===== src/dau_pkg.sv =====
// dau_pkg: shared types, constants and helper functions of the dihedral angle unit
// no dependencies
package dau_pkg;

  localparam int CORDIC_STEPS_DEF = 24;
  localparam int CORDIC_MAX       = 40;
  localparam int SQ_STEPS         = 21;   // root bits of a 42 bit m.m
  localparam int CW               = 44;   // cordic x/y width
  localparam int ZW               = 35;   // cordic angle width, 2^-24 degree
  localparam int AW               = 90;   // s/c width before normalizing

  localparam logic signed [ZW-1:0] DEG90_Q24  = 35'sd1509949440;
  localparam logic signed [26:0]   DEG180_Q16 = 27'sd11796480;

  localparam logic [1:0] REG_BOX_X = 2'd0;
  localparam logic [1:0] REG_BOX_Y = 2'd1;
  localparam logic [1:0] REG_BOX_Z = 2'd2;

  localparam logic [30:0] ATAN_TAB [CORDIC_MAX] = '{
    31'd754974720, 31'd445687602, 31'd235489088, 31'd119537938, 31'd60000934,
    31'd30029717, 31'd15018523, 31'd7509720, 31'd3754917, 31'd1877466,
    31'd938734, 31'd469367, 31'd234684, 31'd117342, 31'd58671, 31'd29335,
    31'd14668, 31'd7334, 31'd3667, 31'd1833, 31'd917, 31'd458, 31'd229,
    31'd115, 31'd57, 31'd29, 31'd14, 31'd7, 31'd4, 31'd2, 31'd1, 31'd0,
    31'd0, 31'd0, 31'd0, 31'd0, 31'd0, 31'd0, 31'd0, 31'd0
  };

  typedef struct packed {
    logic [41:0] n;
    logic [43:0] r;
  } sq_t;

  typedef struct packed {
    logic                 valid;
    logic                 deg;
    logic signed [CW-1:0] x;
    logic signed [CW-1:0] y;
    logic signed [ZW-1:0] z;
  } cord_t;

  typedef struct packed {
    logic               valid;
    logic               deg;
    logic signed [65:0] dab3;
    logic signed [87:0] c;
  } pay_t;

  // single minimum image correction
  function automatic logic signed [35:0] wrap(input logic signed [35:0] d,
                                              input logic [30:0] len);
    logic [35:0] mag;
    logic [36:0] twice;
    logic signed [35:0] l36;
    mag   = d[35] ? 36'(-d) : 36'(d);
    twice = {mag, 1'b0};
    l36   = $signed({5'b0, len});
    if (len != '0 && twice > {6'b0, len}) begin
      return d[35] ? d + l36 : d - l36;
    end
    return d;
  endfunction

  function automatic logic [35:0] mag36(input logic signed [35:0] v);
    return v[35] ? ~v : v;
  endfunction

  // shift that brings every component into 21 signed bits
  function automatic logic [3:0] vshift(input logic [35:0] u);
    logic [5:0] p;
    p = '0;
    for (int i = 0; i < 36; i++) begin
      if (u[i]) p = 6'(i);
    end
    return (p >= 6'd20) ? 4'(p - 6'd19) : 4'd0;
  endfunction

  function automatic logic [AW-1:0] magw(input logic signed [AW-1:0] v);
    return v[AW-1] ? ~v : v;
  endfunction

  // shift that brings s and c into [-2^40, 2^40)
  function automatic logic [6:0] nshift(input logic [AW-1:0] u);
    logic [6:0] p;
    p = '0;
    for (int i = 0; i < AW; i++) begin
      if (u[i]) p = 7'(i);
    end
    return (p >= 7'd40) ? 7'(p - 7'd39) : 7'd0;
  endfunction

endpackage


===== src/dau_cordic_cell.sv =====
// dau_cordic_cell: one vectoring cordic micro-rotation
// depends on dau_pkg
module dau_cordic_cell #(
  parameter int I = 0
) (
  input  logic           clk_i,
  input  logic           rst_ni,
  input  logic           en_i,
  input  dau_pkg::cord_t in_i,
  output dau_pkg::cord_t out_o
);
  localparam logic signed [dau_pkg::ZW-1:0] Atan =
    $signed({4'b0, dau_pkg::ATAN_TAB[I]});

  logic signed [dau_pkg::CW-1:0] xs, ys;
  dau_pkg::cord_t out_d, out_q;

  always_comb begin
    xs    = in_i.x >>> I;
    ys    = in_i.y >>> I;
    out_d = in_i;
    if (!in_i.y[dau_pkg::CW-1]) begin
      out_d.x = in_i.x + ys;
      out_d.y = in_i.y - xs;
      out_d.z = in_i.z + Atan;
    end else begin
      out_d.x = in_i.x - ys;
      out_d.y = in_i.y + xs;
      out_d.z = in_i.z - Atan;
    end
  end

  always_ff @(posedge clk_i or negedge rst_ni) begin
    if (!rst_ni) begin
      out_q <= '0;
    end else if (en_i) begin
      out_q <= out_d;
    end
  end

  assign out_o = out_q;
endmodule


===== config.mk =====
export PLATFORM = sky130hd
export DESIGN_NAME = dau_cordic_cell
export DESIGN_NICKNAME = d
export VERILOG_FILES = /design/src/dau_pkg.sv /design/src/dau_cordic_cell.sv
export SDC_FILE = /design/constraint.sdc
export NUM_CORES = 1
export LEC_CHECK = 0
export BUFFER_PORTS_ARGS = -buffer_cell sky130_fd_sc_hd__buf_2
export CAP_MARGIN = 10
export CORE_MARGIN = 4
export CORE_UTILIZATION = 62
export CTS_CLUSTER_SIZE = 24
export DETAILED_ROUTE_END_ITERATION = 7
export PLACE_DENSITY = 0.94
export REMOVE_ABC_BUFFERS = 1
export SYNTH_ARGS = -nofsm -noshare
export SYNTH_HDL_FRONTEND = slang
export SYNTH_SLANG_ARGS = --single-unit

===== constraint.sdc =====
create_clock -name clk_i -period 1.3 [get_ports clk_i]
set_input_delay 0.195 -clock clk_i [delete_from_list [all_inputs] [get_ports clk_i]]
set_output_delay 0.195 -clock clk_i [all_outputs]
set_load 0.05 [all_outputs]

==> flow_metrics.tcl, run 1 <==
set metrics [dict create \
    cts_root_buf "clkbuf_16" \
    clock-sinks 124 \
    synth_ff_type "dfrtp_1" \
    status "aborted with a tool error" \
    synth-async-reset-ratio 1.00 \
    port-buffer-count 252 \
    ys_seq_area_frac 0.231 \
    synth-edff-count 0 \
    post-place-cells 2665 \
    initial_core_util 0.636 \
    postSynthCellCount 1713 \
    first-error "[ERROR DPL-0038] Utilization greater than 100%, impossible to legalize" \
    fp.dieH_um 155 \
    io_pins 253 \
    post_cts_buffers 74 \
    placed_area_mm2 0.0186 \
    hold_buffers 21 \
    synth_cell_types 85 \
    yosys_warnings 0 \
    cts_resized 492 \
    die_x_um 155 \
    avgSynthCellArea_um2 7.85 \
    ctsHtreeMaxLevel 4 \
    synth-seq-cells 124 \
    gp_congestion 1.08 \
    cts_buffer_depth 2 \
    syn-cell-area_mm2 0.0135 \
    stop_stage "clock tree synthesis" \
    hpwl_mm 49.0 \
    num_rows 53 \
    cts_made_buffers 17 \
]
-- Yosys cell counts, drive strengths merged (5+ instances only) --
cell	count	share of area
nand4	24	0.011
a21oi	228	0.085
o21bai	30	0.017
nand2b	13	0.0060
or3	14	0.0071
o21a	15	0.0084
xnor2	50	0.033
and3	8	0.0037
nor2	162	0.045
dfrtp	124	0.23
nor3	31	0.012
o31a	7	0.0046
a22oi	7	0.0039
a211oi	22	0.012
mux2i	22	0.016
a221o	5	0.0037
o211ai	20	0.012
a21boi	8	0.0045
inv	136	0.038
and4	7	0.0046
a221oi	10	0.0074
a211o	5	0.0033
o221ai	5	0.0033
clkbuf	52	0.015
nor2b	20	0.0093
xor2	16	0.010
ha	154	0.14
buf	40	0.016
nand3	32	0.012
nand2	102	0.028
or2	7	0.0033
o311ai	5	0.0033
o31ai	13	0.0076
nor4	13	0.0076
o21ai	115	0.044
and2	11	0.0053
a311o	5	0.0037
a31oi	16	0.0086
mux2	50	0.042
a21o	41	0.023
nand3b	8	0.0045
-- cell families after synthesis --
group | count (synthesis) | synth area share
AO/OA/AOI/OAI | 598 | 0.282
XOR/XNOR | 66 | 0.0430
adder cells (fa/ha/maj) | 158 | 0.149
buffers and inverters | 232 | 0.0695
flip-flops | 124 | 0.231
multiplexers | 72 | 0.0582
AND/OR/NAND/NOR | 463 | 0.167
-- metrics by stage --
step                hold slack (ns)  utilization  setup slack, ns
detailed placement            0.103        0.881            -1.98
global placement             0.0947        0.881            -1.80
floorplan                    -0.101            -            -1.69
==> run 2: changes to the inputs <==
--- a/config.mk
+++ b/config.mk
@@ -8,10 +8,9 @@
 export BUFFER_PORTS_ARGS = -buffer_cell sky130_fd_sc_hd__buf_2
 export CAP_MARGIN = 10
 export CORE_MARGIN = 4
-export CORE_UTILIZATION = 62
-export CTS_CLUSTER_SIZE = 24
+export CORE_UTILIZATION = 40
 export DETAILED_ROUTE_END_ITERATION = 7
-export PLACE_DENSITY = 0.94
+export PLACE_DENSITY_LB_ADDON = 0.15
 export REMOVE_ABC_BUFFERS = 1
 export SYNTH_ARGS = -nofsm -noshare
 export SYNTH_HDL_FRONTEND = slang
==> run 2 against run 1 <==
Effect of this change: the flow now finishes, with violations (negative setup slack); synthesized cell count stayed put; synthesized area stayed put.
==> flow_metrics.tcl, run 2 <==
set metrics [dict create \
    startpoint_type "primary input" \
    antenna_found_initial 0 \
    crit_type "in -> reg" \
    synth-async-reset-ratio 1.00 \
    ys_top_cells_by_count "a21oi_1, nor2_1, ha_1, inv_1, dfrtp_1" \
    power_mw 24.0 \
    final_cell_mix "buf_4, buf_2, nor2_1" \
    yosysTopAreaCellShare 0.231 \
    fp.dieH_um 191 \
    num_vias 16800 \
    stdcell_count 3040 \
    grt_pass1_wl_mm 90.9 \
    tritoncts "done" \
    drive_gt1_frac 0.556 \
    cp_max_fo 3 \
    placed_area_mm2 0.0193 \
    gp_congestion 0.958 \
    max_freq_mhz 398 \
    reg2reg_to "out_o[99]" \
    largest_reg_flops 124 \
    hpwl_mm 43.6 \
    final_common_cell "buf_4" \
    route.detailed.drc 0 \
    fin_crit_sh 1.93 \
    synth_top_family_by_area "compound AO/OA/AOI/OAI gates" \
    report.final.slew_viol_count 0 \
    multi_input_area_mm2 0.0122 \
    crit_end "out_o[71]" \
    synth_cell_types 85 \
    finalWirelength_mm 60.3 \
    cts_made_buffers 17 \
    holdWs_ns 0.0630 \
    yosys.area.top_type "dfrtp_1" \
    endpoint_kind "flip-flop" \
    ctsHtreeMaxLevel 4 \
    port-buffer-count 252 \
    synth_xor_area_frac 0.0430 \
    avgSynthCellArea_um2 7.85 \
    final-seq-area_mm2 0.00310 \
    violations "negative setup slack" \
    antenna_cells 0 \
    place_ws_ns -2.06 \
    cap_violations 0 \
    drt_iter0_markers 1096 \
    cts_root_buf "clkbuf_16" \
    synth_mux_area_frac 0.0582 \
    yosys_warnings 0 \
    worst_pin_slew_ns 1.01 \
    io_pins 253 \
    initial_core_util 0.409 \
    yosysMostFrequentCell "a21oi_1" \
    crit_arrival_ns 2.86 \
    num_rows 66 \
    hp-class "in -> reg" \
    fin_nets 2871 \
    cp-startpoint "in_i[35]" \
    die_x_um 191 \
    synth-adder-area-share 0.149 \
    syn-cell-area_mm2 0.0135 \
    area_growth_syn_to_layout_pct 81.2 \
    status "complete, but fails checks" \
    synthSimpleGateAreaFrac 0.167 \
    ant_nets 0 \
    grt_pass1_vias 17200 \
    synth-compound-area-share 0.282 \
    leakage_nw 11.4 \
    synth-seq-cells 124 \
    postSynthCellCount 1713 \
    fin_area_mm2 0.0244 \
    synth-edff-count 0 \
    slew_headroom 0.329 \
    grt_use_total 0.312 \
    clock-sinks 124 \
    finalHoldViolations 0 \
    dr.pass1.iters 5 \
    reg2reg_depth 2 \
    setup_violations 88 \
    clock_latency_ns 0.45 \
    critPathRequiredTime_ns 1.64 \
    synthTopCellsByArea "dfrtp_1, ha_1, a21oi_1" \
    layout_setup_ws_ns -1.22 \
    post-place-cells 2888 \
    clk_pin_slew_worst_paths_ns 0.07 \
    fin_skew_ns 0 \
    routedWlPerCell_um 19.8 \
    n_fill_cell 2446 \
    rrSetupSlack_ns 0.31 \
    dieArea_mm2 0.0366 \
    rr_startpoint "out_o[99]" \
    utilization 0.742 \
    post_drt_via_cell_ratio 5.53 \
    grt_max_degree 81 \
    core_mm2 0.0329 \
    min_period_ns 2.52 \
    power_density_mw_per_mm2 986 \
    vdd_drop_max_uv 992 \
    synth_ff_type "dfrtp_1" \
    ys_seq_area_frac 0.231 \
    cts_buffer_depth 2 \
    grt_overflow 0 \
    rsz0062_at_grt "true" \
    tns_ns -73.08 \
]
-- run 2: worst min path at each step --
stage	from	endpoint	slack [ns]	depth (start not counted)
after floorplan	rst_ni	out_o[0]	-0.10	0
after global placement	rst_ni	out_o[43]	0.14	1
after detailed placement	rst_ni	out_o[87]	0.14	1
after CTS	in_i[122]	out_o[122]	0.05	4
after global routing	in_i[24]	out_o[24]	0.06	3
final	in_i[24]	out_o[24]	0.06	3
-- run 2: cell type report --
cell class,instances,share of cell area
multi-input combinational,1357,0.499
inverter,140,0.0238
clock buffer,18,0.0176
timing repair buffer,945,0.303
sequential,124,0.127
tap,442,0.0227
clock inverter,14,0.00657
-- run 2: power by group --
group	internal [mW]	leakage, nW	total [mW]	switching (mW)
Combinational	5.83	9.64	13.9	8.08
Clock	2.87	0.285	5.08	2.21
Sequential	4.59	1.43	5.05	0.458
Total	13.3	11.4	24.0	10.7
-- run 2: routing by layer --
| metal | global-route usage | up-vias | share of wire |
|---|---|---|---|
| met5 | 0 | - | 0 |
| met4 | 0.108 | 0 | 0.036 |
| met3 | 0.0435 | 154 | 0.059 |
| met2 | 0.536 | 664 | 0.48 |
| met1 | 0.401 | 8086 | 0.42 |
| li1 | - | 7893 | - |
-- run 2: cell families after synthesis --
| family | Yosys count |
|---|---|
| AOI/OAI and AO/OA | 598 |
| and+or+nand+nor | 463 |
| buffers and inverters | 232 |
| adders and majority gates | 158 |
| DFF | 124 |
| muxes | 72 |
| xor gates and xnor gates | 66 |
-- run 2: worst max-delay path: stages --
cell	delay, ns
buf_12	0.10
inv_6	0.03
ha_4	0.15
fa_2	0.36
nand3b_1	0.22
a21bo_2	0.29
a31oi_4	0.21
buf_6	0.14
o21bai_4	0.10
a211oi_2	0.25
nor3_2	0.09
buf_4	0.15
a2bb2oi_2	0.13
xnor2_1	0.16
mux2_4	0.25
-- run 2: what timing repair did --
| item | in CTS | in global routing |
|---|---|---|
| resized for setup | 595 | 274 |
| pin swaps | 260 | 216 |
| buffers inserted | 82 | 49 |
| endpoints found under the setup margin | 115 | 123 |
| hold buffers | 27 | 0 |
| endpoints found under the hold margin | 126 | 0 |
(Power assumes the default switching activity.)
