$ cat src/dau_pkg.sv
// dau_pkg: shared types, constants and helper functions of the dihedral angle unit
// no dependencies
package dau_pkg;

  localparam int CORDIC_STEPS_DEF = 24;
  localparam int CORDIC_MAX       = 40;
  localparam int SQ_STEPS         = 21;   // root bits of a 42 bit m.m
  localparam int CW               = 44;   // cordic x/y width
  localparam int ZW               = 35;   // cordic angle width, 2^-24 degree
  localparam int AW               = 90;   // s/c width before normalizing

  localparam logic signed [ZW-1:0] DEG90_Q24  = 35'sd1509949440;
  localparam logic signed [26:0]   DEG180_Q16 = 27'sd11796480;

  localparam logic [1:0] REG_BOX_X = 2'd0;
  localparam logic [1:0] REG_BOX_Y = 2'd1;
  localparam logic [1:0] REG_BOX_Z = 2'd2;

  localparam logic [30:0] ATAN_TAB [CORDIC_MAX] = '{
    31'd754974720, 31'd445687602, 31'd235489088, 31'd119537938, 31'd60000934,
    31'd30029717, 31'd15018523, 31'd7509720, 31'd3754917, 31'd1877466,
    31'd938734, 31'd469367, 31'd234684, 31'd117342, 31'd58671, 31'd29335,
    31'd14668, 31'd7334, 31'd3667, 31'd1833, 31'd917, 31'd458, 31'd229,
    31'd115, 31'd57, 31'd29, 31'd14, 31'd7, 31'd4, 31'd2, 31'd1, 31'd0,
    31'd0, 31'd0, 31'd0, 31'd0, 31'd0, 31'd0, 31'd0, 31'd0
  };

  typedef struct packed {
    logic [41:0] n;
    logic [43:0] r;
  } sq_t;

  typedef struct packed {
    logic                 valid;
    logic                 deg;
    logic signed [CW-1:0] x;
    logic signed [CW-1:0] y;
    logic signed [ZW-1:0] z;
  } cord_t;

  typedef struct packed {
    logic               valid;
    logic               deg;
    logic signed [65:0] dab3;
    logic signed [87:0] c;
  } pay_t;

  // single minimum image correction
  function automatic logic signed [35:0] wrap(input logic signed [35:0] d,
                                              input logic [30:0] len);
    logic [35:0] mag;
    logic [36:0] twice;
    logic signed [35:0] l36;
    mag   = d[35] ? 36'(-d) : 36'(d);
    twice = {mag, 1'b0};
    l36   = $signed({5'b0, len});
    if (len != '0 && twice > {6'b0, len}) begin
      return d[35] ? d + l36 : d - l36;
    end
    return d;
  endfunction

  function automatic logic [35:0] mag36(input logic signed [35:0] v);
    return v[35] ? ~v : v;
  endfunction

  // shift that brings every component into 21 signed bits
  function automatic logic [3:0] vshift(input logic [35:0] u);
    logic [5:0] p;
    p = '0;
    for (int i = 0; i < 36; i++) begin
      if (u[i]) p = 6'(i);
    end
    return (p >= 6'd20) ? 4'(p - 6'd19) : 4'd0;
  endfunction

  function automatic logic [AW-1:0] magw(input logic signed [AW-1:0] v);
    return v[AW-1] ? ~v : v;
  endfunction

  // shift that brings s and c into [-2^40, 2^40)
  function automatic logic [6:0] nshift(input logic [AW-1:0] u);
    logic [6:0] p;
    p = '0;
    for (int i = 0; i < AW; i++) begin
      if (u[i]) p = 7'(i);
    end
    return (p >= 7'd40) ? 7'(p - 7'd39) : 7'd0;
  endfunction

endpackage

$ cat src/dau_sqrt_cell.sv
// dau_sqrt_cell: one bit pair of the pipelined integer square root
// depends on dau_pkg
module dau_sqrt_cell #(
  parameter int J = 0
) (
  input  logic         clk_i,
  input  logic         en_i,
  input  dau_pkg::sq_t in_i,
  output dau_pkg::sq_t out_o
);
  localparam logic [43:0] Bit = 44'(1) << (2 * J);

  logic [43:0]  trial;
  dau_pkg::sq_t out_d, out_q;

  always_comb begin
    trial = in_i.r + Bit;
    out_d = in_i;
    if ({2'b0, in_i.n} >= trial) begin
      out_d.n = in_i.n - trial[41:0];
      out_d.r = (in_i.r >> 1) + Bit;
    end else begin
      out_d.r = in_i.r >> 1;
    end
  end

  always_ff @(posedge clk_i) begin
    if (en_i) out_q <= out_d;
  end

  assign out_o = out_q;
endmodule

$ cat config.mk
export PLATFORM = sky130hd
export DESIGN_NAME = dau_sqrt_cell
export DESIGN_NICKNAME = d
export VERILOG_FILES = /design/src/dau_pkg.sv /design/src/dau_sqrt_cell.sv
export SDC_FILE = /design/constraint.sdc
export NUM_CORES = 1
export LEC_CHECK = 0
export ABC_AREA = 1
export BUFFER_PORTS_ARGS = -buffer_cell sky130_fd_sc_hd__buf_2
export CAP_MARGIN = 20
export CORE_ASPECT_RATIO = 0.9
export CORE_MARGIN = 5
export CORE_UTILIZATION = 62
export DETAILED_ROUTE_END_ITERATION = 16
export PLACE_DENSITY = 0.86
export SLEW_MARGIN = 40
export SYNTH_ARGS = -nofsm -noshare
export SYNTH_HDL_FRONTEND = slang
export SYNTH_SLANG_ARGS = --single-unit
$ cat constraint.sdc
create_clock -name clk_i -period 9.1 [get_ports clk_i]
set_input_delay 0.455 -clock clk_i [delete_from_list [all_inputs] [get_ports clk_i]]
set_output_delay 0.455 -clock clk_i [all_outputs]
set_load 0.02 [all_outputs]
==> out/qor.log, run 1 <==
INFO  cells_and_area instances_no_fill=1,721
INFO  power          leakagePower=4.97nW
INFO  clock_network  post_cts.resized_instances=0
INFO  yosys          synthesis.yosys.warnings=0
INFO  power          switching_part_of_the_total_power=37.6%
INFO  sta            hold_violations=0
INFO  die            core_area=14,100um^2
INFO  place          place_inst=1,705
INFO  outcome        outcome=completed
INFO  sta            finalSetupViolations=0
INFO  yosys          syn_avg_cell_area=6.43um^2
INFO  worst_hold_path whs_path_depth=3
INFO  power          comb_pwr_share=34.2%
INFO  yosys          synth.top_cells.by_area=edfxtp_1 29%, nand2_1 22%, nand3_1 7.7%, nor2_1 6.4%, ha_1 6.2%
INFO  critical_path  timing.critical_path.fanout_max=70
INFO  clock_network  cts_post_setup_buffers_inserted=0
INFO  yosys          post-synth-top-area-fraction=29.1%
INFO  cells_and_area multiInputGateArea=5500um^2
INFO  grt            grt_overflow_total=0
INFO  grt            first_global_vias=9,010
INFO  sta            post-route-min-period=5.26ns
INFO  cells_and_area layout.cells.most_common_list=525 x nand2_1, 172 x buf_2, 151 x nor2_1
INFO  yosys          yosysUniqueCellTypes=34
INFO  worst_hold_path holdCritPathClass=in -> reg
INFO  worst_hold_path whs_endpoint=out_o[64]
INFO  drt            wire_length_per_cell_after_detailed_routing=19.0um
INFO  sta            timing_worst_slew_pin_value=0.814ns
INFO  yosys          synthesis.area=8880um^2
INFO  drt            detail_routed_via_count_per_cell=5.91
INFO  grt            global_route.usage.total=38.7%
INFO  clock_network  path_clk_slew=0.08ns
INFO  sta            timing_max_transition_violations_final=0
INFO  critical_path  type_of_origin_of_the_critical_path=input port
INFO  critical_path  worstPathCellList=buf_2 > ha_1 > inv_1 > nor2_1 > inv_1 > nor2_1 > inv_1 > nor2_1 > nand2_1 > xor2_1 > ha_1 > nand2_1 > nor2_1 > nand2_1 > nor2_1 > nand4_1 > nand3_1 > nand2_2 > nand2_2 > buf_4 > nand2_1 > nand2_1
INFO  die            rows=41
INFO  power          internal_power=846uW
INFO  critical_path  worst_setup_path_end_kind=flip-flop
INFO  critical_path  crit_type=in -> reg
INFO  cells_and_area area_delta_synth_final=13.4%
INFO  worst_hold_path hold_path_startpoint=in_i[64]
INFO  die            floorplan.initialDensity=63.2%
INFO  clock_network  clk_root_buffer_cell=clkbuf_16
INFO  die            die_w=136um
INFO  critical_path  cp.buffers_inverters=5
INFO  drt            detail_route.drc_violations=0
INFO  yosys          synth_seq_cells=86
INFO  sta            unrepaired_setup_endpoints_after_global_routing=no
INFO  power          share_seq_of_total_power=36.5%
INFO  drt            postRouteWirelength=32.7mm
INFO  drt            ant_nets=0
INFO  yosys          postSynthNetCount=1,515
INFO  sta            fmax=190MHz
INFO  sta            min_period_over_period=57.8%
INFO  drt            route.layer.met1.wl=12.9mm
INFO  cells_and_area largest_reg_flops=86
INFO  drt            detailedRoute.firstIterationViolations=1,548
INFO  yosys          synth_cells=1,382
INFO  place          io_buffer_count=173
INFO  die            die_height=124um
INFO  sta            max_slew_margin=45.3%
INFO  grt            number_of_antenna_violations_at_the_first_check_in_global_routing=0
INFO  sta            fin_setup_tns=0ns
INFO  cells_and_area antenna_cells_inserted=0
INFO  yosys          yosysSeqAreaShare=29.1%
INFO  clock_network  tritoncts=yes
INFO  yosys          biggest_area_consumer_among_synthesized_cells=edfxtp_1
INFO  critical_path  critical_path.slowest_cell=buf_4
INFO  critical_path  timing.critical_path.max_delay_family=simple AND/OR/NAND/NOR gates
INFO  grt            grt_max_degree=86
INFO  critical_path  timing.critical_path.required=9.33ns
INFO  clock_network  cts-hold-fix-buffers=0
INFO  drt            dr_wl_met3=5.38mm
INFO  critical_path  critical_path_arrival=5.49ns
INFO  drt            first_pass_iters=6
INFO  cells_and_area filler_cell_count=1,270
INFO  drt            vias=10,200
INFO  power          vdd.ir_drop.worst=115uV
INFO  cells_and_area num-nets-final=1,656
INFO  cells_and_area sequential_cell_area=2580um^2
INFO  clock_network  clk_path_buf_depth=2
INFO  flow_run       max-cap-violations=0
INFO  power          power_per_cell_area=135nW/um^2
INFO  place          gp_congestion=1.14
INFO  power          power.net_switching=509uW
INFO  die            top_level_ports=174
INFO  critical_path  slowest_delay=0.62ns
INFO  clock_network  tritoncts_num_sinks=86
INFO  die            die-area=16,800um^2
INFO  power          clockPowerShare=29.4%
INFO  place          place.detailed.hpwl=26.3mm
INFO  drt            routed-wl-met2=13.4mm
INFO  drt            top_layer_used=met5
INFO  cells_and_area fraction_of_layout_instances_using_a_drive_strength_above_1=13.5%
INFO  cells_and_area layout.cells.most_common=nand2_1
INFO  clock_network  cts_buffers=9
INFO  grt            grt_first_pass_wirelength=49.4mm
INFO  clock_network  clock_tree.htree_level_count=3
## cells in the mapped netlist (all sizes together)
cell type and number:
nand2 528, clkinv 1, a21o 2, a21boi 3, o21bai 8, buf 37
ha 44, a21oi 49, nor4 4, and3 1, nor2 158, xor2 60
nand4 24, inv 142, nor3 13, and2 1, xnor2 37, o21ai 31
nand3 138, o21a 1, fa 1, edfxtp 86, or2 2, clkbuf 10
mux2i 1
## final cells by class
cell class,instances,area share (%)
multi-input cells,1106,54.6
flip-flops and latches,86,25.6
repair buffers,177,8.99
inverters,143,5.33
well taps,193,2.40
clock buffers,9,2.24
clock inverters,7,0.770
## per-layer routing
| metal | track usage [%] | vias up |
|---|---|---|
| li1 | - | 4721 |
| met1 | 55.4 | 4554 |
| met2 | 55.2 | 800 |
| met3 | 12.7 | 92 |
| met4 | 12.3 | 2 |
| met5 | 1.85 | - |
## metrics by stage
step	util (%)	instance area [um^2]	hold slack, ns	total power, mW	setup WS (ns)
after floorplan	-	8880	0.567	0.803	5.34
after global placement	69.4	9760	0.774	0.942	3.96
after detailed placement	69.4	9760	0.777	0.950	3.82
after CTS	71.6	10100	0.404	1.34	4.17
after global routing	71.6	10100	0.421	1.42	3.59
final	71.6	10100	0.412	1.35	3.84
## worst max path at each step
stage	start	endpoint	slack, ns	cells after the start
final	in_i[0]	out_o[16]	3.84	22
after detailed placement	in_i[1]	out_o[16]	3.82	22
after floorplan	in_i[1]	out_o[47]	5.34	24
after CTS	in_i[1]	out_o[16]	4.17	22
after global placement	in_i[1]	out_o[16]	3.96	22
after global routing	in_i[1]	out_o[16]	3.59	25
## power by group through the flow
stage                     Clock, mW  Combinational (mW)  Sequential, mW
after CTS                     0.395               0.452           0.494
after floorplan                   0               0.250           0.553
after global placement            0               0.441           0.500
after detailed placement          0               0.449           0.502
after global routing          0.416               0.503           0.496
final                         0.398               0.463           0.494
## kinds of logic after synthesis
| logic type | synth area share, % |
|---|---|
| AOI/OAI and AO/OA | 5.69 |
| buffers and inverters | 8.99 |
| and+or+nand+nor | 40.1 |
| adders and majority gates | 6.42 |
| DFF | 29.1 |
| xor gates and xnor gates | 9.56 |
| muxes | 0.113 |
Note: power is estimated with default switching activity, not from simulation.
==> inputs of run 2 (changes only) <==
- ABC_AREA: 1 -> 0
- CORE_UTILIZATION: 62 -> 55
- PLACE_DENSITY: 0.86 -> 0.8
- clock period: 9.1 -> 5.15 ns (I/O delays scaled with it)
==> run 2 against run 1 <==
- die area down 6.5%
- cell count shrank 33%
- synthesized cell count down 40%
- combinational power increased by 47%
- global-route usage decreased by 11 points
- hold slack lost 0.21 ns
- clock-buffer cell count rose by 1
==> out/qor.log, run 2 <==
INFO  drt            postRouteWirelength=22.5mm
INFO  yosys          synth_cells=826
INFO  worst_hold_path whs_path_depth=3
INFO  critical_path  critical_path_arrival=4.84ns
INFO  critical_path  slowest_delay=0.41ns
INFO  clock_network  tritoncts_num_sinks=86
INFO  clock_network  cts_buffers=9
INFO  yosys          post-synth-top-area-fraction=35.3%
INFO  die            floorplan.initialDensity=55.4%
INFO  place          io_buffer_count=173
INFO  worst_hold_path hold_path_startpoint=in_i[62]
INFO  grt            first_global_vias=6,781
INFO  clock_network  clock_tree.htree_level_count=3
INFO  die            rows=40
INFO  power          power.net_switching=728uW
INFO  sta            fmax=212MHz
INFO  sta            min_period_over_period=91.8%
INFO  worst_hold_path whs_endpoint=out_o[62]
INFO  clock_network  tritoncts=yes
INFO  drt            detail_routed_via_count_per_cell=6.08
INFO  critical_path  worst_setup_path_end_kind=flip-flop
INFO  die            die-area=15,700um^2
INFO  sta            hold_violations=0
INFO  yosys          biggest_area_consumer_among_synthesized_cells=edfxtp_1
INFO  cells_and_area sequential_cell_area=2580um^2
INFO  yosys          yosys.cell_count.top_type=nand2_1
INFO  sta            finalSetupViolations=0
INFO  yosys          synth_top_flop_cell=edfxtp_1
INFO  grt            grt_overflow_total=0
INFO  power          share_seq_of_total_power=37.7%
INFO  drt            vias=7,019
INFO  sta            post-route-min-period=4.73ns
INFO  place          gp_congestion=0.934
INFO  cells_and_area multiInputGateArea=4460um^2
INFO  cells_and_area num-nets-final=1,114
INFO  cells_and_area filler_cell_count=1,123
INFO  yosys          synth_seq_cells=86
INFO  clock_network  cts-hold-fix-buffers=0
INFO  critical_path  timing.critical_path.required=5.26ns
INFO  cells_and_area area_delta_synth_final=17.4%
INFO  sta            timing_worst_slew_pin_value=0.806ns
INFO  yosys          syn_avg_cell_area=8.87um^2
INFO  critical_path  crit_type=in -> reg
INFO  power          comb_pwr_share=29.8%
INFO  yosys          synthesis.area=7320um^2
INFO  grt            number_of_antenna_violations_at_the_first_check_in_global_routing=2
INFO  yosys          synth.top_cells.by_area=edfxtp_1 35%, xor2_1 8.0%, ha_1 7.5%, nand2_1 6.0%, xnor2_1 6.0%
INFO  cells_and_area instances_no_fill=1,155
INFO  clock_network  path_clk_slew=0.07ns
INFO  critical_path  cp.buffers_inverters=2
INFO  drt            detailedRoute.firstIterationViolations=907
INFO  power          power_per_cell_area=266nW/um^2
INFO  yosys          synth_common_cells=118 x nand2_1, 86 x edfxtp_1, 67 x xor2_1
INFO  clock_network  clk_path_buf_depth=2
INFO  yosys          postSynth.asyncResetShare=0%
INFO  cells_and_area largest_reg_flops=86
INFO  critical_path  timing.critical_path.fanout_max=34
INFO  die            core_area=13,200um^2
INFO  drt            first_pass_iters=5
INFO  power          clockPowerShare=32.5%
INFO  grt            global_route.usage.total=28.1%
INFO  drt            ant_nets=0
INFO  power          total_power=2.29mW
INFO  sta            unrepaired_setup_endpoints_after_global_routing=no
INFO  critical_path  type_of_origin_of_the_critical_path=input port
INFO  power          leakagePower=3.57nW
INFO  cells_and_area layout.cells.most_common=buf_2
INFO  clock_network  post_cts.resized_instances=0
INFO  die            top_level_ports=174
INFO  cells_and_area fraction_of_layout_instances_using_a_drive_strength_above_1=22.0%
INFO  place          place_inst=1,138
INFO  die            die_height=119um
INFO  worst_hold_path holdCritPathClass=in -> reg
INFO  yosys          yosysUniqueCellTypes=61
INFO  power          vdd.ir_drop.worst=212uV
INFO  grt            grt_max_degree=87
INFO  place          place.detailed.hpwl=17.6mm
INFO  clock_network  cts_post_setup_buffers_inserted=0
INFO  sta            fin_setup_tns=0ns
INFO  sta            max_slew_margin=46.3%
INFO  yosys          edff_count_synth=86
INFO  power          switching_part_of_the_total_power=31.8%
INFO  die            die_w=132um
INFO  yosys          synthesis.yosys.warnings=0
INFO  drt            wire_length_per_cell_after_detailed_routing=19.5um
INFO  critical_path  worstPathCellList=buf_2 > ha_1 > nand3_1 > nor3_1 > nand3_1 > nor2_1 > and3_1 > nand3_1 > or3_1 > nor2_1 > xnor2_1 > ha_1 > a21o_1 > a21o_1 > a21o_1 > a311oi_1 > o2111ai_2 > nand3_4 > buf_4 > mux2_2
INFO  clock_network  clk_root_buffer_cell=clkbuf_16
INFO  flow_run       max-cap-violations=0
INFO  sta            timing_max_transition_violations_final=0
INFO  yosys          postSynthNetCount=959
INFO  grt            grt_first_pass_wirelength=35.2mm
INFO  cells_and_area layout.cells.most_common_list=172 x buf_2, 118 x nand2_1, 86 x edfxtp_1
INFO  outcome        outcome=completed
INFO  yosys          yosysSeqAreaShare=35.3%
INFO  critical_path  timing.critical_path.max_delay_family=simple AND/OR/NAND/NOR gates
INFO  drt            detail_route.drc_violations=0
INFO  critical_path  critical_path.slowest_cell=or3_1
INFO  power          internal_power=1.56mW
-- run 2: cell count changes after synthesis, sizes merged, moves of 13 or more --
cell | previous run | this run
xnor2 | 37 | 50
nor4 | 4 | 18
nand3 | 138 | 35
o21ai | 31 | 67
nand2 | 528 | 118
buf | 37 | 17
inv | 142 | 18
nor2 | 158 | 54
or3 | 0 | 14
a21o | 2 | 22
-- run 2: how the worst max path moves through the flow --
stage | slack (ns) | start | end | cells past startpoint
finish | 0.42 | in_i[2] | out_o[1] | 20
global route | 0.01 | in_i[2] | out_o[27] | 22
CTS | 0.50 | in_i[1] | out_o[1] | 20
detailed placement | 0.14 | in_i[2] | out_o[1] | 20
global placement | 0.21 | in_i[19] | out_o[1] | 15
floorplan | 0.57 | in_i[5] | out_o[1] | 21
-- run 2: power by group through the flow --
stage	sequential (mW)	clock [mW]	combinational, mW
after floorplan	0.960	0	0.364
after global placement	0.877	0	0.660
after detailed placement	0.878	0	0.667
after CTS	0.864	0.754	0.672
after global routing	0.869	0.788	0.739
final	0.864	0.743	0.681
-- run 2: kinds of logic (layout without fill, tap and decap cells) --
kind of cell             count (synthesis)  after routing  synth area share, %
AO/OA/AOI/OAI                          180            180                 14.9
XOR/XNOR                               117            117                 14.0
adder cells (fa/ha/maj)                 45             45                 7.79
buffers and inverters                   56            215                 3.98
flip-flops                              86             86                 35.3
multiplexers                             4              4                0.598
other                                    0              2                    0
AND/OR/NAND/NOR                        338            338                 23.5
-- run 2: layout make-up --
class / instances / share of cell area [%]
flip-flops and latches: 86 / 30.0
clock inverters: 5 / 1.15
well taps: 168 / 2.44
repair buffers: 182 / 11.1
multi-input cells: 684 / 51.8
inverters: 18 / 0.785
diodes: 2 / 0.0582
clock buffers: 10 / 2.66
-- run 2: per-stage QoR --
stage / setup slack, ns / area (um^2) / utilization (%) / hold slack [ns]
2_1_floorplan: 0.571 / 7320 / - / 0.370
3_3_place_gp: 0.209 / 8260 / 62.5 / 0.557
3_5_place_dp: 0.144 / 8260 / 62.5 / 0.565
4_1_cts: 0.503 / 8590 / 65.0 / 0.194
5_1_grt: 0.0116 / 8600 / 65.1 / 0.206
6_report: 0.422 / 8600 / 65.1 / 0.201
-- run 2: per-layer routing --
metal / up-vias / part of all wire [%] / GRT usage, %
met2: 384 / 46 / 44.7
met1: 3256 / 41 / 36.7
met3: 45 / 10 / 8.49
li1: 3334 / - / -
met5: - / 0 / 0
met4: 0 / 2.6 / 9.32
-- run 2: tightest hold or removal path, cell delays in order --
cell,delay [ns]
buf_2,0.09
nand2_1,0.04
o21ai_0,0.06
==> inputs of run 3 (changes only) <==
- MAX_ROUTING_LAYER: not set -> met4
==> run 3 against run 2 <==
- critical path depth up 2
- wire length increased by 0.76%
- critical path type unchanged
- die area did not move
- power down 4.6%
- largest power group unchanged
==> out/qor.log, run 3 (synthesized netlist as in run 2, its figures left out) <==
INFO  drt            detail_route.drc_violations=0
INFO  die            rows=40
INFO  cells_and_area fin_area=8570um^2
INFO  drt            ant_nets=0
INFO  grt            first_global_vias=6,745
INFO  power          vdd.ir_drop.worst=223uV
INFO  critical_path  crit_type=in -> reg
INFO  critical_path  type_of_origin_of_the_critical_path=input port
INFO  place          io_buffer_count=173
INFO  cells_and_area largest_reg_flops=86
INFO  drt            first_pass_iters=5
INFO  grt            global_route.usage.total=28.9%
INFO  drt            wire_length_per_cell_after_detailed_routing=19.6um
INFO  clock_network  clock_tree.htree_level_count=3
INFO  sta            fmax=209MHz
INFO  sta            unrepaired_setup_endpoints_after_global_routing=no
INFO  critical_path  critical_path_arrival=4.89ns
INFO  sta            hold_violations=0
INFO  power          leakagePower=3.55nW
INFO  critical_path  worst_setup_path_end_kind=flip-flop
INFO  sta            timing_max_transition_violations_final=0
INFO  critical_path  slowest_delay=0.49ns
INFO  cells_and_area postLayoutCoreUtil=64.9%
INFO  clock_network  clk_root_buffer_cell=clkbuf_16
INFO  clock_network  tritoncts=yes
INFO  sta            max_slew_margin=46.7%
INFO  cells_and_area layout.cells.most_common=buf_2
INFO  cells_and_area filler_cell_count=1,168
INFO  place          place.detailed.hpwl=18.0mm
INFO  clock_network  cts_post_setup_buffers_inserted=0
INFO  outcome        outcome=completed
INFO  die            floorplan.initialDensity=55.4%
INFO  sta            timing_worst_slew_pin_value=0.800ns
INFO  cells_and_area num-nets-final=1,118
INFO  cells_and_area fraction_of_layout_instances_using_a_drive_strength_above_1=22.2%
INFO  critical_path  critical_path.slowest_cell=o21ai_0
INFO  drt            detailedRoute.firstIterationViolations=742
INFO  critical_path  timing.critical_path.required=5.25ns
INFO  flow_run       max-cap-violations=0
INFO  cells_and_area area_delta_synth_final=17.1%
INFO  grt            grt_max_degree=87
INFO  drt            detail_routed_via_count_per_cell=6.05
INFO  clock_network  tritoncts_num_sinks=86
INFO  sta            fin_setup_tns=0ns
INFO  worst_hold_path holdCritPathClass=in -> reg
INFO  power          power_per_cell_area=255nW/um^2
INFO  critical_path  timing.critical_path.fanout_max=32
INFO  clock_network  post_cts.resized_instances=0
INFO  place          dpl_cell_area=8290um^2
INFO  die            top_level_ports=174
INFO  cells_and_area layout.cells.most_common_list=172 x buf_2, 118 x nand2_1, 86 x edfxtp_1
INFO  clock_network  cts-hold-fix-buffers=0
INFO  sta            finalSetupViolations=0
INFO  grt            grt_first_pass_wirelength=35.3mm
INFO  die            die_w=132um
INFO  drt            vias=7,001
INFO  die            die_height=119um
INFO  sta            min_period_over_period=93.0%
INFO  grt            grt_overflow_total=0
INFO  die            core_area=13,200um^2
INFO  sta            post-route-min-period=4.79ns
INFO  clock_network  cts_buffers=9
INFO  die            die-area=15,700um^2
INFO  clock_network  path_clk_slew=0.06ns
INFO  place          gp_congestion=1.01
INFO  clock_network  clk_path_buf_depth=2
INFO  drt            postRouteWirelength=22.7mm
INFO  critical_path  worstPathCellList=buf_2 > ha_1 > nand3_1 > nor3_1 > nand3_1 > nor2_1 > and3_1 > nand3_1 > or3_1 > nor2_1 > xnor2_1 > ha_1 > and3_1 > nand2_1 > a21oi_1 > nor2_1 > o21ai_0 > nand3_4 > buf_4 > nor2_1 > nand3_1 > xnor2_1
INFO  grt            number_of_antenna_violations_at_the_first_check_in_global_routing=1
run 3: layout make-up:
class | instances | area, um^2 | share of cell area [%]
Inverter | 18 | 67.6 | 0.788
Tap cell | 168 | 210 | 2.45
Multi-Input combinational cell | 684 | 4450 | 51.9
Sequential cell | 86 | 2580 | 30.1
Antenna cell | 1 | 2.50 | 0.0292
Clock buffer | 9 | 225 | 2.63
Clock inverter | 6 | 53.8 | 0.627
Timing Repair Buffer | 186 | 982 | 11.5
run 3: power by group:
part	internal, mW	switching (mW)	leakage [nW]	total [mW]
Clock	0.367	0.269	0.134	0.637
Combinational	0.248	0.435	2.58	0.683
Sequential	0.845	0.0177	0.841	0.863
run 3: worst max-delay path, delay by kind of cell:
kind	cells	cell delay, ns
adders and majority gates	2	0.63
xor gates and xnor gates	2	0.25
and+or+nand+nor	14	2.68
buffers and inverters	2	0.44
AOI/OAI and AO/OA	2	0.62
run 3: final timing paths:
path / start / to / cells past startpoint
worst min-delay path: in_i[62] / out_o[62] / 3
worst max-delay path: in_i[2] / out_o[27] / 22
run 3: per-layer routing:
metal	up-vias	GRT usage, %	wire [um]
met4	0	8.48	466
met2	372	45.8	10600
met1	3260	37.7	9450
li1	3335	-	-
met3	34	6.08	2190
met5	-	-	0
run 3: through the flow:
| step | instances | power (mW) | hold WS, ns | setup slack, ns |
|---|---|---|---|---|
| after floorplan | 826 | 1.32 | 0.370 | 0.571 |
| after global placement | 1142 | 1.54 | 0.558 | 0.137 |
| after detailed placement | 1142 | 1.55 | 0.559 | 0.0807 |
| after CTS | 1157 | 2.19 | 0.195 | 0.415 |
| after global routing | 1158 | 2.28 | 0.210 | 0.0311 |
| final | 1158 | 2.18 | 0.207 | 0.360 |
